$ cat config.mk
export PLATFORM = sky130hd
export DESIGN_NAME = irn_queue
export DESIGN_NICKNAME = d
export VERILOG_FILES = /design/src/sv/image_rotate_nearest_top_assert.svh /design/src/sv/irn_pkg.sv /design/src/sv/irn_queue.sv
export SDC_FILE = /design/constraint.sdc
export NUM_CORES = 1
export LEC_CHECK = 0
export BUFFER_PORTS_ARGS = -buffer_cell sky130_fd_sc_hd__clkbuf_2
export CORE_MARGIN = 4
export CORE_UTILIZATION = 52
export DETAILED_ROUTE_END_ITERATION = 16
export PLACE_DENSITY_LB_ADDON = 0.15
export SYNTH_ARGS = -nofsm -noshare
export SYNTH_HDL_FRONTEND = slang
export SYNTH_SLANG_ARGS = --single-unit
export TNS_END_PERCENT = 10
$ cat constraint.sdc
create_clock -name clk_i -period 4.49 [get_ports clk_i]
set_input_delay 0.898 -clock clk_i [delete_from_list [all_inputs] [get_ports clk_i]]
set_output_delay 0.898 -clock clk_i [all_outputs]
set_load 0.02 [all_outputs]
$ cat src/sv/image_rotate_nearest_top_assert.svh
// Assertion helpers for the rotation block.
`ifndef IMAGE_ROTATE_NEAREST_TOP_ASSERT_SVH
`define IMAGE_ROTATE_NEAREST_TOP_ASSERT_SVH

// ante must imply cons at the same edge
`define IRN_ASSERT_IMP(lbl, ante, cons) \
  lbl: assert property (@(posedge clk_i) disable iff (!rst_ni) (ante) |-> (cons)) \
    else $error("irn: implication check failed");

// cond must never hold
`define IRN_ASSERT_NEVER(lbl, cond) \
  lbl: assert property (@(posedge clk_i) disable iff (!rst_ni) !(cond)) \
    else $error("irn: forbidden condition seen");

`endif

$ cat src/sv/irn_pkg.sv
`timescale 1ns / 1ps

package irn_pkg;

  localparam int MaxCols  = 256;
  localparam int MaxRows  = 256;
  localparam int Channels = 3;

  localparam int ColW   = $clog2(MaxCols);
  localparam int RowW   = $clog2(MaxRows);
  localparam int AddrW  = ColW + RowW;
  localparam int Depth  = MaxCols * MaxRows;
  localparam int ChanW  = 16;
  localparam int PixW   = 3 * ChanW;
  localparam int CoefW  = 16;
  localparam int SizeW  = 9;
  localparam int PosW   = 8;
  localparam int DiffW  = PosW + 1;
  localparam int ProdW  = CoefW + DiffW;
  localparam int FracW  = 12;
  localparam int FracOne = 1 << FracW;
  localparam int SumW   = ProdW + 2;
  localparam int CoordW = SumW - 1 - FracW;

  localparam logic signed [SumW-1:0] SumNegOne = SumW'(-FracOne);

  // channels at or above Channels are forced to zero
  localparam logic [PixW-1:0] ChanMask =
      (Channels >= 3) ? {PixW{1'b1}} :
      (Channels == 2) ? PixW'({2*ChanW{1'b1}}) : PixW'({ChanW{1'b1}});

  localparam int QDepth = 2;
  localparam int QPtrW  = (QDepth > 1) ? $clog2(QDepth) : 1;
  localparam int QCntW  = $clog2(QDepth + 1);

  localparam int CfgIdxW  = 3;
  localparam int CfgDataW = PixW;

  typedef enum logic {
    OpLoad  = 1'b0,
    OpFetch = 1'b1
  } opcode_e;

  typedef enum logic [CfgIdxW-1:0] {
    CfgCoefCos   = 3'd0,
    CfgCoefSin   = 3'd1,
    CfgCentreCol = 3'd2,
    CfgCentreRow = 3'd3,
    CfgImageCols = 3'd4,
    CfgImageRows = 3'd5,
    CfgFillPixel = 3'd6
  } cfg_idx_e;

  typedef struct packed {
    logic [CoefW-1:0] coef_cos;
    logic [CoefW-1:0] coef_sin;
    logic [PosW-1:0]  centre_col;
    logic [PosW-1:0]  centre_row;
    logic [SizeW-1:0] image_cols;
    logic [SizeW-1:0] image_rows;
    logic [PixW-1:0]  fill_pixel;
  } cfg_t;

  typedef struct packed {
    opcode_e          op;
    logic             in_img;
    logic [AddrW-1:0] addr;
    logic [PixW-1:0]  data;
  } q_item_t;

  typedef struct packed {
    logic             valid;
    logic             full;
    logic [QCntW-1:0] count;
  } q_stat_t;

endpackage

$ cat src/sv/irn_queue.sv
`timescale 1ns / 1ps

module irn_queue (
  input  logic                clk_i,
  input  logic                rst_ni,
  input  logic                push_i,
  input  irn_pkg::q_item_t    item_i,
  input  logic                pop_i,
  output irn_pkg::q_item_t    item_o,
  output irn_pkg::q_stat_t    stat_o
);

  irn_pkg::q_item_t               slot_q [irn_pkg::QDepth];
  logic [irn_pkg::QPtrW-1:0]      wr_ptr_q, wr_ptr_d, rd_ptr_q, rd_ptr_d;
  logic [irn_pkg::QCntW-1:0]      cnt_q, cnt_d;

  function automatic logic [irn_pkg::QPtrW-1:0] ptr_inc(
    input logic [irn_pkg::QPtrW-1:0] p
  );
    return (p == irn_pkg::QPtrW'(irn_pkg::QDepth - 1)) ? '0 : p + 1'b1;
  endfunction

  always_comb begin
    wr_ptr_d = push_i ? ptr_inc(wr_ptr_q) : wr_ptr_q;
    rd_ptr_d = pop_i  ? ptr_inc(rd_ptr_q) : rd_ptr_q;
    cnt_d    = cnt_q;
    if (push_i && !pop_i) begin
      cnt_d = cnt_q + 1'b1;
    end else if (pop_i && !push_i) begin
      cnt_d = cnt_q - 1'b1;
    end
  end

  always_ff @(posedge clk_i or negedge rst_ni) begin
    if (!rst_ni) begin
      wr_ptr_q <= '0;
      rd_ptr_q <= '0;
      cnt_q    <= '0;
    end else begin
      wr_ptr_q <= wr_ptr_d;
      rd_ptr_q <= rd_ptr_d;
      cnt_q    <= cnt_d;
    end
  end

  always_ff @(posedge clk_i) begin
    if (push_i) begin
      slot_q[wr_ptr_q] <= item_i;
    end
  end

  assign item_o       = slot_q[rd_ptr_q];
  assign stat_o.valid = (cnt_q != '0);
  assign stat_o.full  = (cnt_q == irn_pkg::QCntW'(irn_pkg::QDepth));
  assign stat_o.count = cnt_q;

endmodule

==> metrics.md <==
| Metric | Value |
|---|---|
| Pre-antenna DRT Iters | 4 |
| Final setup violation count | 0 |
| Hold Buf Count CTS | 0 |
| Largest net degree at the start of global routing | 68 |
| Crit path max fanout | 67 |
| Post-route clock period utilization | 0.703 |
| RSZ-0062 raised after global routing | no |
| Main synth FF type | edfxtp_1 |
| Mapped Cells | 221 |
| Fin. max-slew vios | 0 |
| Final GP Congestion | 0.707 |
| Slowest CP cell | dfrtp_4 |
| CP peak stage delay | 1.13 ns |
| CTS Buf Count | 17 |
| Critical path startpoint category | register |
| Root Driver | clkbuf_8 |
| Drt first-iter violations | 89 |
| Crit. End Element | primary output |
| ANT cells | 0 |
| Setup TNS | 0 ns |
| Slew at the pin with the worst max-slew slack | 1.07 ns |
| H-tree depth | 4 |
| CTS sink cnt | 136 |
| Synth Register Bits | 136 |
| Top-count cell post-synth | edfxtp_1 |
| Dpl hpwl | 5280 um |
| Post-CTS setup buffers | 0 |
| Fin cells | 515 |
| Top delay family on crit path | flip-flops |
| Top Ports | 140 |
| Synth unique cells | 15 |
| Post-route minimum period | 3.16 ns |
| Top post-synthesis cells by area | edfxtp_1 78%, mux2_4 8.9%, mux2_2 8.0% |
| Vias in the first global route | 2677 |
| Crit path DAT | 2.26 ns |
| Sequential cell area | 4070 sq um |
| Post-synth top area cell | edfxtp_1 |
| VDD IR max | 0.373 mV |
| Post-DRT Antenna Nets | 0 |
| CTS resizes | 0 |
| # fillers | 669 |
| First-pass GRT wire length | 13500 um |
| Drt via density | 4.86 |
| Clock Tree Buf Depth | 2 |
| Placed insts | 483 |
| Placement Cell Area | 5900 sq um |
| Max-cap viol count | 0 |
| Multi-input combinational cell area | 951 sq um |
| Synth cell count leaders | 132 x edfxtp_1, 36 x mux2_2, 30 x mux2_4 |
| Antenna violations before repair | 0 |
| Relative slew margins | 0.288 |
| Overall Global Routing Usage | 0.159 |
| # nets final | 444 |
| Post-synth ARST share | 0.0294 |
| Initial core utilization | 0.540 |
| Drt wl/cell | 16.5 um |
| Fraction of layout cells with a size suffix above 1 | 0.619 |
| CTS tree | done |
| Syn Std Cell Area | 5060 sq um |
| Die area | 11400 sq um |
| Wirelength, routed | 8490 um |
| Syn_area_per_cell | 22.9 sq um |
| Final setup skew | 0.00565 ns |
| Setup CP Type | reg2out |
| Die Y | 107 um |
| Leak | 2.59 nW |
| Port buffer count | 139 |
| Power per cell area | 693 nW/um^2 |
| Vias | 2505 |
| CP Buf/Inv Count | 1 |
| Final Cell Area | 6490 sq um |
| DR DRC count | 0 |
| Clock transition at the registers of the reported paths | 0.06 ns |
| Synthesis warning total | 0 |
| Worst path required time | 3.59 ns |
| # rows | 35 |
| Number of synthesized flops with an enable pin | 132 |
| Gr ovfl total | 0 |
| Hold/Removal Path Class | in2async |
| Cells along the critical path | mux2_2, clkbuf_2 |
| Insertion delay to the later sink of the worst-skew pair | 0.50 ns |
| Post-Synthesis Net Count | 292 |
| Area delta synth->final | 28.2% |
| Die width | 107 um |
| CORE AREA | 9370 sq um |
| Status | finished clean |
| Register area share after synthesis | 0.802 |
| Max Fclk | 0.317 GHz |
| Final Hold Vio Count | 0 |
| Synth top area share | 0.783 |
==> layer usage <==
layer,track usage,routed length (um),up-vias
li1,-,-,1182
met1,0.201,3700,1207
met2,0.240,3980,104
met3,0.0716,681,12
met4,0.0621,136,0
met5,0,0,-
==> path summary, 6_finish.rpt <==
| check | end | cells after the start | slack, ns | from |
|---|---|---|---|---|
| worst max-delay path | item_o[57] | 2 | 1.33 | rd_ptr_q$_DFFE_PN0P_ |
| max in group asynchronous | rd_ptr_q$_DFFE_PN0P_ | 1 | 4.14 | rst_ni |
| worst max register to register | slot_q[0][63]$_DFFE_PP_ | 2 | 2.72 | wr_ptr_q$_DFFE_PN0P_ |
| worst min register to register | cnt_q[1]$_DFFE_PN0P_ | 1 | 0.53 | cnt_q[1]$_DFFE_PN0P_ |
| worst min-delay path | cnt_q[1]$_DFFE_PN0P_ | 1 | 0.20 | rst_ni |
| min in group clk_i | cnt_q[1]$_DFFE_PN0P_ | 1 | 0.53 | cnt_q[1]$_DFFE_PN0P_ |
==> cell families after synthesis <==
family	Yosys count	share of synthesized area
xor gates and xnor gates	5	0.00865
adders and majority gates	1	0.00247
buffers and inverters	8	0.0119
DFF	136	0.802
muxes	66	0.169
and+or+nand+nor	5	0.00568
==> flip-flops by register name, summed over array words and instances (netlist names) <==
signal	count
wr_ptr_q	1
slot_q	132
rd_ptr_q	1
cnt_q	2
==> worst reg2reg max path, stage by stage (launching register included) <==
cell	delay, ns
dfrtp_1	0.42
nor2b_4	0.67
buf_12	0.33
==> layout make-up <==
cell class                      count  share of cell area
Clock buffer                       19              0.0650
Clock inverter                     13              0.0262
Sequential cell                   136               0.627
Multi-Input combinational cell     77               0.146
Tap cell                          129              0.0249
Timing Repair Buffer              140               0.110
Inverter                            1            0.000578
==> metrics by stage <==
stage               power [mW]  hold WS [ns]  worst slack [ns]   util
global route              4.72         0.170              1.20  0.693
detailed placement        3.19         0.515              1.83  0.630
CTS                       4.56         0.173              1.28  0.693
finish                    4.50         0.200              1.33  0.693
global placement          3.18         0.501              1.81  0.630
floorplan                 2.81         0.455             0.194      -
==> cell usage in the layout (no fill, tap or decap) <==
cell type   instances
nor2_1              1
clkinv_4            4
ha_1                1
mux2_4             30
clkbuf_2          139
nor2b_4             1
dfrtp_4             1
bufinv_16           3
clkbuf_1            2
clkbuf_8            1
clkbuf_16          16
xor2_1              4
mux2_2             36
inv_6               3
clkinvlp_4          2
and2_4              1
inv_1               1
dfrtp_1             3
nor2b_1             1
clkinv_1            1
or2_2               1
buf_12              1
edfxtp_1          132
xnor2_1             1
==> report_power, final <==
part	switching, mW	internal (mW)
Clock	0.507	0.852
Sequential	0.206	1.69
Combinational	0.671	0.575
Power figures use the tool's default switching activity.
