===== config.mk =====
export PLATFORM = sky130hd
export DESIGN_NAME = irn_front
export DESIGN_NICKNAME = d
export VERILOG_FILES = /design/src/sv/image_rotate_nearest_top_assert.svh /design/src/sv/irn_pkg.sv /design/src/sv/irn_front.sv
export SDC_FILE = /design/constraint.sdc
export NUM_CORES = 2
export LEC_CHECK = 0
export BUFFER_PORTS_ARGS = -buffer_cell sky130_fd_sc_hd__buf_2
export CAP_MARGIN = 15
export CELL_PAD_IN_SITES_DETAIL_PLACEMENT = 1
export CELL_PAD_IN_SITES_GLOBAL_PLACEMENT = 1
export CORE_MARGIN = 10
export CORE_UTILIZATION = 54
export DETAILED_ROUTE_END_ITERATION = 7
export PLACE_DENSITY_LB_ADDON = 0.08
export SLEW_MARGIN = 10
export SYNTH_ARGS = -nofsm -noshare
export SYNTH_HDL_FRONTEND = slang
export SYNTH_SLANG_ARGS = --single-unit
export TNS_END_PERCENT = 1

===== constraint.sdc =====
create_clock -name clk_i -period 18.3 [get_ports clk_i]
set_clock_uncertainty 0.05 [all_clocks]
set_input_delay 3.66 -clock clk_i [delete_from_list [all_inputs] [get_ports clk_i]]
set_output_delay 3.66 -clock clk_i [all_outputs]
set_load 0.02 [all_outputs]

===== src/sv/image_rotate_nearest_top_assert.svh =====
// Assertion helpers for the rotation block.
`ifndef IMAGE_ROTATE_NEAREST_TOP_ASSERT_SVH
`define IMAGE_ROTATE_NEAREST_TOP_ASSERT_SVH

// ante must imply cons at the same edge
`define IRN_ASSERT_IMP(lbl, ante, cons) \
  lbl: assert property (@(posedge clk_i) disable iff (!rst_ni) (ante) |-> (cons)) \
    else $error("irn: implication check failed");

// cond must never hold
`define IRN_ASSERT_NEVER(lbl, cond) \
  lbl: assert property (@(posedge clk_i) disable iff (!rst_ni) !(cond)) \
    else $error("irn: forbidden condition seen");

`endif


===== src/sv/irn_pkg.sv =====
`timescale 1ns / 1ps

package irn_pkg;

  localparam int MaxCols  = 256;
  localparam int MaxRows  = 256;
  localparam int Channels = 3;

  localparam int ColW   = $clog2(MaxCols);
  localparam int RowW   = $clog2(MaxRows);
  localparam int AddrW  = ColW + RowW;
  localparam int Depth  = MaxCols * MaxRows;
  localparam int ChanW  = 16;
  localparam int PixW   = 3 * ChanW;
  localparam int CoefW  = 16;
  localparam int SizeW  = 9;
  localparam int PosW   = 8;
  localparam int DiffW  = PosW + 1;
  localparam int ProdW  = CoefW + DiffW;
  localparam int FracW  = 12;
  localparam int FracOne = 1 << FracW;
  localparam int SumW   = ProdW + 2;
  localparam int CoordW = SumW - 1 - FracW;

  localparam logic signed [SumW-1:0] SumNegOne = SumW'(-FracOne);

  // channels at or above Channels are forced to zero
  localparam logic [PixW-1:0] ChanMask =
      (Channels >= 3) ? {PixW{1'b1}} :
      (Channels == 2) ? PixW'({2*ChanW{1'b1}}) : PixW'({ChanW{1'b1}});

  localparam int QDepth = 2;
  localparam int QPtrW  = (QDepth > 1) ? $clog2(QDepth) : 1;
  localparam int QCntW  = $clog2(QDepth + 1);

  localparam int CfgIdxW  = 3;
  localparam int CfgDataW = PixW;

  typedef enum logic {
    OpLoad  = 1'b0,
    OpFetch = 1'b1
  } opcode_e;

  typedef enum logic [CfgIdxW-1:0] {
    CfgCoefCos   = 3'd0,
    CfgCoefSin   = 3'd1,
    CfgCentreCol = 3'd2,
    CfgCentreRow = 3'd3,
    CfgImageCols = 3'd4,
    CfgImageRows = 3'd5,
    CfgFillPixel = 3'd6
  } cfg_idx_e;

  typedef struct packed {
    logic [CoefW-1:0] coef_cos;
    logic [CoefW-1:0] coef_sin;
    logic [PosW-1:0]  centre_col;
    logic [PosW-1:0]  centre_row;
    logic [SizeW-1:0] image_cols;
    logic [SizeW-1:0] image_rows;
    logic [PixW-1:0]  fill_pixel;
  } cfg_t;

  typedef struct packed {
    opcode_e          op;
    logic             in_img;
    logic [AddrW-1:0] addr;
    logic [PixW-1:0]  data;
  } q_item_t;

  typedef struct packed {
    logic             valid;
    logic             full;
    logic [QCntW-1:0] count;
  } q_stat_t;

endpackage


===== src/sv/irn_front.sv =====
`timescale 1ns / 1ps

module irn_front (
  input  logic                   clk_i,
  input  logic                   rst_ni,
  input  irn_pkg::cfg_t          cfg_i,
  input  logic                   in_valid_i,
  output logic                   in_stall_o,
  input  logic                   opcode_i,
  input  logic [7:0]             col_i,
  input  logic [7:0]             row_i,
  input  logic signed [15:0]     load_ch0_i,
  input  logic signed [15:0]     load_ch1_i,
  input  logic signed [15:0]     load_ch2_i,
  input  irn_pkg::q_stat_t       q_stat_i,
  output logic                   push_o,
  output irn_pkg::q_item_t       item_o
);

  logic                                a_valid_q, a_valid_d;
  irn_pkg::opcode_e                    a_op_q;
  logic [irn_pkg::PosW-1:0]            a_col_q, a_row_q;
  logic [irn_pkg::PixW-1:0]            a_data_q;
  logic signed [irn_pkg::ProdW-1:0]    p_cx_q, p_sy_q, p_sx_q, p_cy_q;

  logic                                accept;
  logic signed [irn_pkg::CoefW-1:0]    c, s;
  logic signed [irn_pkg::DiffW-1:0]    dx, dy;

  logic signed [irn_pkg::SumW-1:0]     cxs, cys, sx, sy;
  logic [irn_pkg::CoordW-1:0]          xs, ys;
  logic [irn_pkg::SizeW-1:0]           wc, wr;
  logic                                in_x, in_y;

  assign in_stall_o = a_valid_q && q_stat_i.full;
  assign accept     = in_valid_i && !in_stall_o;
  assign push_o     = a_valid_q && !q_stat_i.full;
  assign a_valid_d  = accept || (a_valid_q && q_stat_i.full);

  always_comb begin
    c  = cfg_i.coef_cos;
    s  = cfg_i.coef_sin;
    dx = $signed({1'b0, col_i}) - $signed({1'b0, cfg_i.centre_col});
    dy = $signed({1'b0, row_i}) - $signed({1'b0, cfg_i.centre_row});
  end

  always_ff @(posedge clk_i or negedge rst_ni) begin
    if (!rst_ni) begin
      a_valid_q <= 1'b0;
    end else begin
      a_valid_q <= a_valid_d;
    end
  end

  // stage A: four independent products
  always_ff @(posedge clk_i) begin
    if (accept) begin
      a_op_q   <= irn_pkg::opcode_e'(opcode_i);
      a_col_q  <= col_i;
      a_row_q  <= row_i;
      a_data_q <= {load_ch2_i, load_ch1_i, load_ch0_i} & irn_pkg::ChanMask;
      p_cx_q   <= c * dx;
      p_sy_q   <= s * dy;
      p_sx_q   <= s * dx;
      p_cy_q   <= c * dy;
    end
  end

  // stage B: add center, truncate toward zero, bounds check
  always_comb begin
    cxs = $signed({{(irn_pkg::SumW - irn_pkg::PosW - irn_pkg::FracW){1'b0}},
                   cfg_i.centre_col, {irn_pkg::FracW{1'b0}}});
    cys = $signed({{(irn_pkg::SumW - irn_pkg::PosW - irn_pkg::FracW){1'b0}},
                   cfg_i.centre_row, {irn_pkg::FracW{1'b0}}});
    sx  = irn_pkg::SumW'(p_cx_q) + irn_pkg::SumW'(p_sy_q) + cxs;
    sy  = irn_pkg::SumW'(p_cy_q) - irn_pkg::SumW'(p_sx_q) + cys;
    // values in (-1,0) truncate to zero
    xs  = sx[irn_pkg::SumW-1] ? '0 : sx[irn_pkg::SumW-2:irn_pkg::FracW];
    ys  = sy[irn_pkg::SumW-1] ? '0 : sy[irn_pkg::SumW-2:irn_pkg::FracW];
    wc  = (cfg_i.image_cols > irn_pkg::SizeW'(irn_pkg::MaxCols)) ?
          irn_pkg::SizeW'(irn_pkg::MaxCols) : cfg_i.image_cols;
    wr  = (cfg_i.image_rows > irn_pkg::SizeW'(irn_pkg::MaxRows)) ?
          irn_pkg::SizeW'(irn_pkg::MaxRows) : cfg_i.image_rows;
    in_x = (sx > irn_pkg::SumNegOne) && (xs < irn_pkg::CoordW'(wc));
    in_y = (sy > irn_pkg::SumNegOne) && (ys < irn_pkg::CoordW'(wr));

    item_o.op = a_op_q;
    if (a_op_q == irn_pkg::OpLoad) begin
      item_o.in_img = 1'b0;
      item_o.addr   = {a_row_q[irn_pkg::RowW-1:0], a_col_q[irn_pkg::ColW-1:0]};
      item_o.data   = a_data_q;
    end else begin
      item_o.in_img = in_x && in_y;
      item_o.addr   = {ys[irn_pkg::RowW-1:0], xs[irn_pkg::ColW-1:0]};
      item_o.data   = cfg_i.fill_pixel & irn_pkg::ChanMask;
    end
  end

endmodule


==> run summary <==
Outcome: complete, no violations
DIE AREA: 65,100 µm²
Largest cells by area after synthesis: fa_1, edfxtp_1, ha_1, and2_1, inv_1
Max-slew violations: 0
Initial Utilization: 0.543
CP dominant cell by count: a21oi_1
Hold depth: 2
Max capacitance violation total: 0
Longest Clk Path Bufs: 2
CTS-repair resized insts: 0
TritonCTS sink count: 166
Worst-path cell chain: buf_2 -> inv_1 -> fa_1 -> inv_1 -> ha_1 -> a21oi_1 -> nor3b_1 -> o211ai_1 -> a311o_1 -> a31o_2 -> a21oi_1 -> xor2_1 -> nor2_1 -> ha_1 -> a21o_1 -> a22oi_1 -> nand3_1 -> a21oi_1 -> o211ai_1 -> a221oi_2 -> buf_2
Routed len/inst: 20.3 µm
Worst skew pair latency: 0.49 ns
RSZ-0062 raised after global routing: false
CP Max Fanout: 4
Leading area contributor after synthesis: fa_1
Top-level I/O count: 254
Seq/Total Area, Yosys: 0.167
Die Y-Extent: 255 µm
Fin. Hold Viols: 0
Synth cell count leaders: fa_1, inv_1, ha_1, and2_1, edfxtp_1
Port bufs: 250
Tcrit/Tclk final: 0.701
Clock Pin Slew Worst Setup and Hold Paths: 0.08 ns
Worst path required time: 14.59 ns
Top cell type's share of synthesized area: 0.332
Synthesized area per cell: 10.1 µm²
Synthesized area: 29,900 µm²
Reg2reg setup slack: 15.67 ns
Drt pass-1 iters: 5
Worst Setup Start Kind: input pin
Slowest stage delay, CP: 0.65 ns
CTS tree: built
Final HPWL DP: 62.9 mm
RR Startpoint: a_valid_q
DR DRC count: 0
Slew @ Worst Pin: 1.11 ns
Layout area overhead: 9.20%
Hold Buf Count CTS: 0
Setup TNS: 0 ns
Nets: 4,152
Hold Slack: 0.655 ns
Post-Syn Nets: 3,957
Share of post-route cells with drive strength above 1: 0.131
Core ar.: 55,000 µm²
Die span in x: 255 µm
Post-CTS setup buffers: 0
R2r endpoint: p_cy_q[23]
Ys async rst share: 0.00602
CTS Root Cell: clkbuf_16
Initial antenna violation count: 5
Pin count of the biggest net entering global routing: 68
Syn Inst Count: 2,950
Post-synth EDFFs: 165
Vias in the first global route: 24,900
FMAX: 77.9 MHz
Hold EP: a_valid_q
Global route total overflow: 0
CTS buffer count: 17
Fillers: 6,112
Vias/cell: 5.55
Synth cell types: 74
Drt total wl: 79.6 mm
Most common cell in the netlist: fa_1
Data arrival, critical path: 9.13 ns
DRT iter0 DRCs: 1,119
Antenna Violating Nets Remaining: 0
Worst hold path type: reg -> reg
Final setup fails: 0
Buf/Inv on CP: 4
Ys flop type: edfxtp_1
Crit path time final: 12.84 ns
Warnings, synthesis: 0
Max_slew headroom: 0.262
Crit path kind: in -> out
Post-synthesis register bit count: 166
First-pass GRT wire length: 131 mm
GPL Wtd Cong: 0.853
Via count: 21,700
H-tree depth: 4
Critical path's slowest cell: a21oi_1
Rows: 86
Hold_sp: a_valid_q
Worst setup EP type: output port
CP top delay family: compound AO/OA/AOI/OAI gates
Worst r2r path cells: 3
Gr usage total: 0.255
-- worst min-delay path: stages (launching register included) --
cell     delay [ns]
dfrtp_1        0.34
and2_1         0.20
or2_2          0.13
-- sequential cells by signal, indices dropped and copies added (netlist names) --
register	count
a_row_q	8
p_sx_q	25
p_sy_q	25
p_cy_q	25
p_cx_q	25
a_op_q	1
a_valid_q	1
a_data_q	48
a_col_q	8
-- how the worst max path moves through the flow --
stage               cells past startpoint   startpoint    endpoint
floorplan                               2  q_stat_i[2]  a_col_q[0]
global placement                       20    cfg_i[69]  item_o[64]
detailed placement                     20    cfg_i[69]  item_o[64]
CTS                                    20    cfg_i[69]  item_o[64]
global route                           21    cfg_i[75]  item_o[64]
finish                                 21    cfg_i[68]  item_o[64]
-- cells in the final DEF, fill, tap and decap left out, drive strengths merged, types with 6 or more instances in the layout --
cell type	Yosys	routed
a211oi	12	12
a21boi	6	6
a21o	47	47
a21oi	84	84
a31oi	8	8
and2	306	306
and3	10	10
buf	2	271
clkbuf	93	17
clkinv	2	10
edfxtp	165	165
fa	496	496
ha	325	325
inv	465	472
mux2	63	63
nand2	159	159
nand2b	130	130
nand3	38	38
nor2	139	139
nor2b	33	33
nor3	28	28
o21a	21	21
o21ai	62	62
or2	13	13
or3	12	12
xnor2	95	95
xor2	44	44
-- metal layers --
metal	part of all wire	GRT usage	vias to the layer above
li1	-	-	9838
met1	0.41	0.319	11200
met2	0.50	0.442	520
met3	0.047	0.0308	113
met4	0.035	0.104	0
met5	0	0	-
-- metrics by stage --
stage,setup slack (ns),area [µm²],util,cells
finish,5.46,32600,0.593,3911
global route,5.28,32600,0.593,3911
CTS,5.14,32600,0.593,3904
detailed placement,5.16,32000,0.582,3872
global placement,5.38,32000,0.582,3872
floorplan,6.41,29900,-,2950
-- kinds of logic (layout without fill, tap and decap cells) --
logic type	after synthesis	count (layout)	share of synthesized area
fa+ha+maj	821	821	0.468
xor+xnor	139	139	0.0407
other cells	0	5	0
compound gates	307	307	0.0686
flops	166	166	0.167
buf+inv	562	770	0.0710
simple gates	889	889	0.160
mux	66	66	0.0247
-- layout make-up --
class,instances,area [µm²],area share
flip-flops and latches,166,4980,0.153
clock inverters,15,194,0.00594
multi-input cells,2222,22900,0.702
repair buffers,271,1420,0.0434
clock buffers,17,425,0.0130
inverters,467,1750,0.0537
diodes,5,12.5,0.000383
well taps,748,936,0.0287
Power is left out: the tool's default activity adds up to more than one toggle a clock period on the data nets, which glitch-free logic cannot reach.
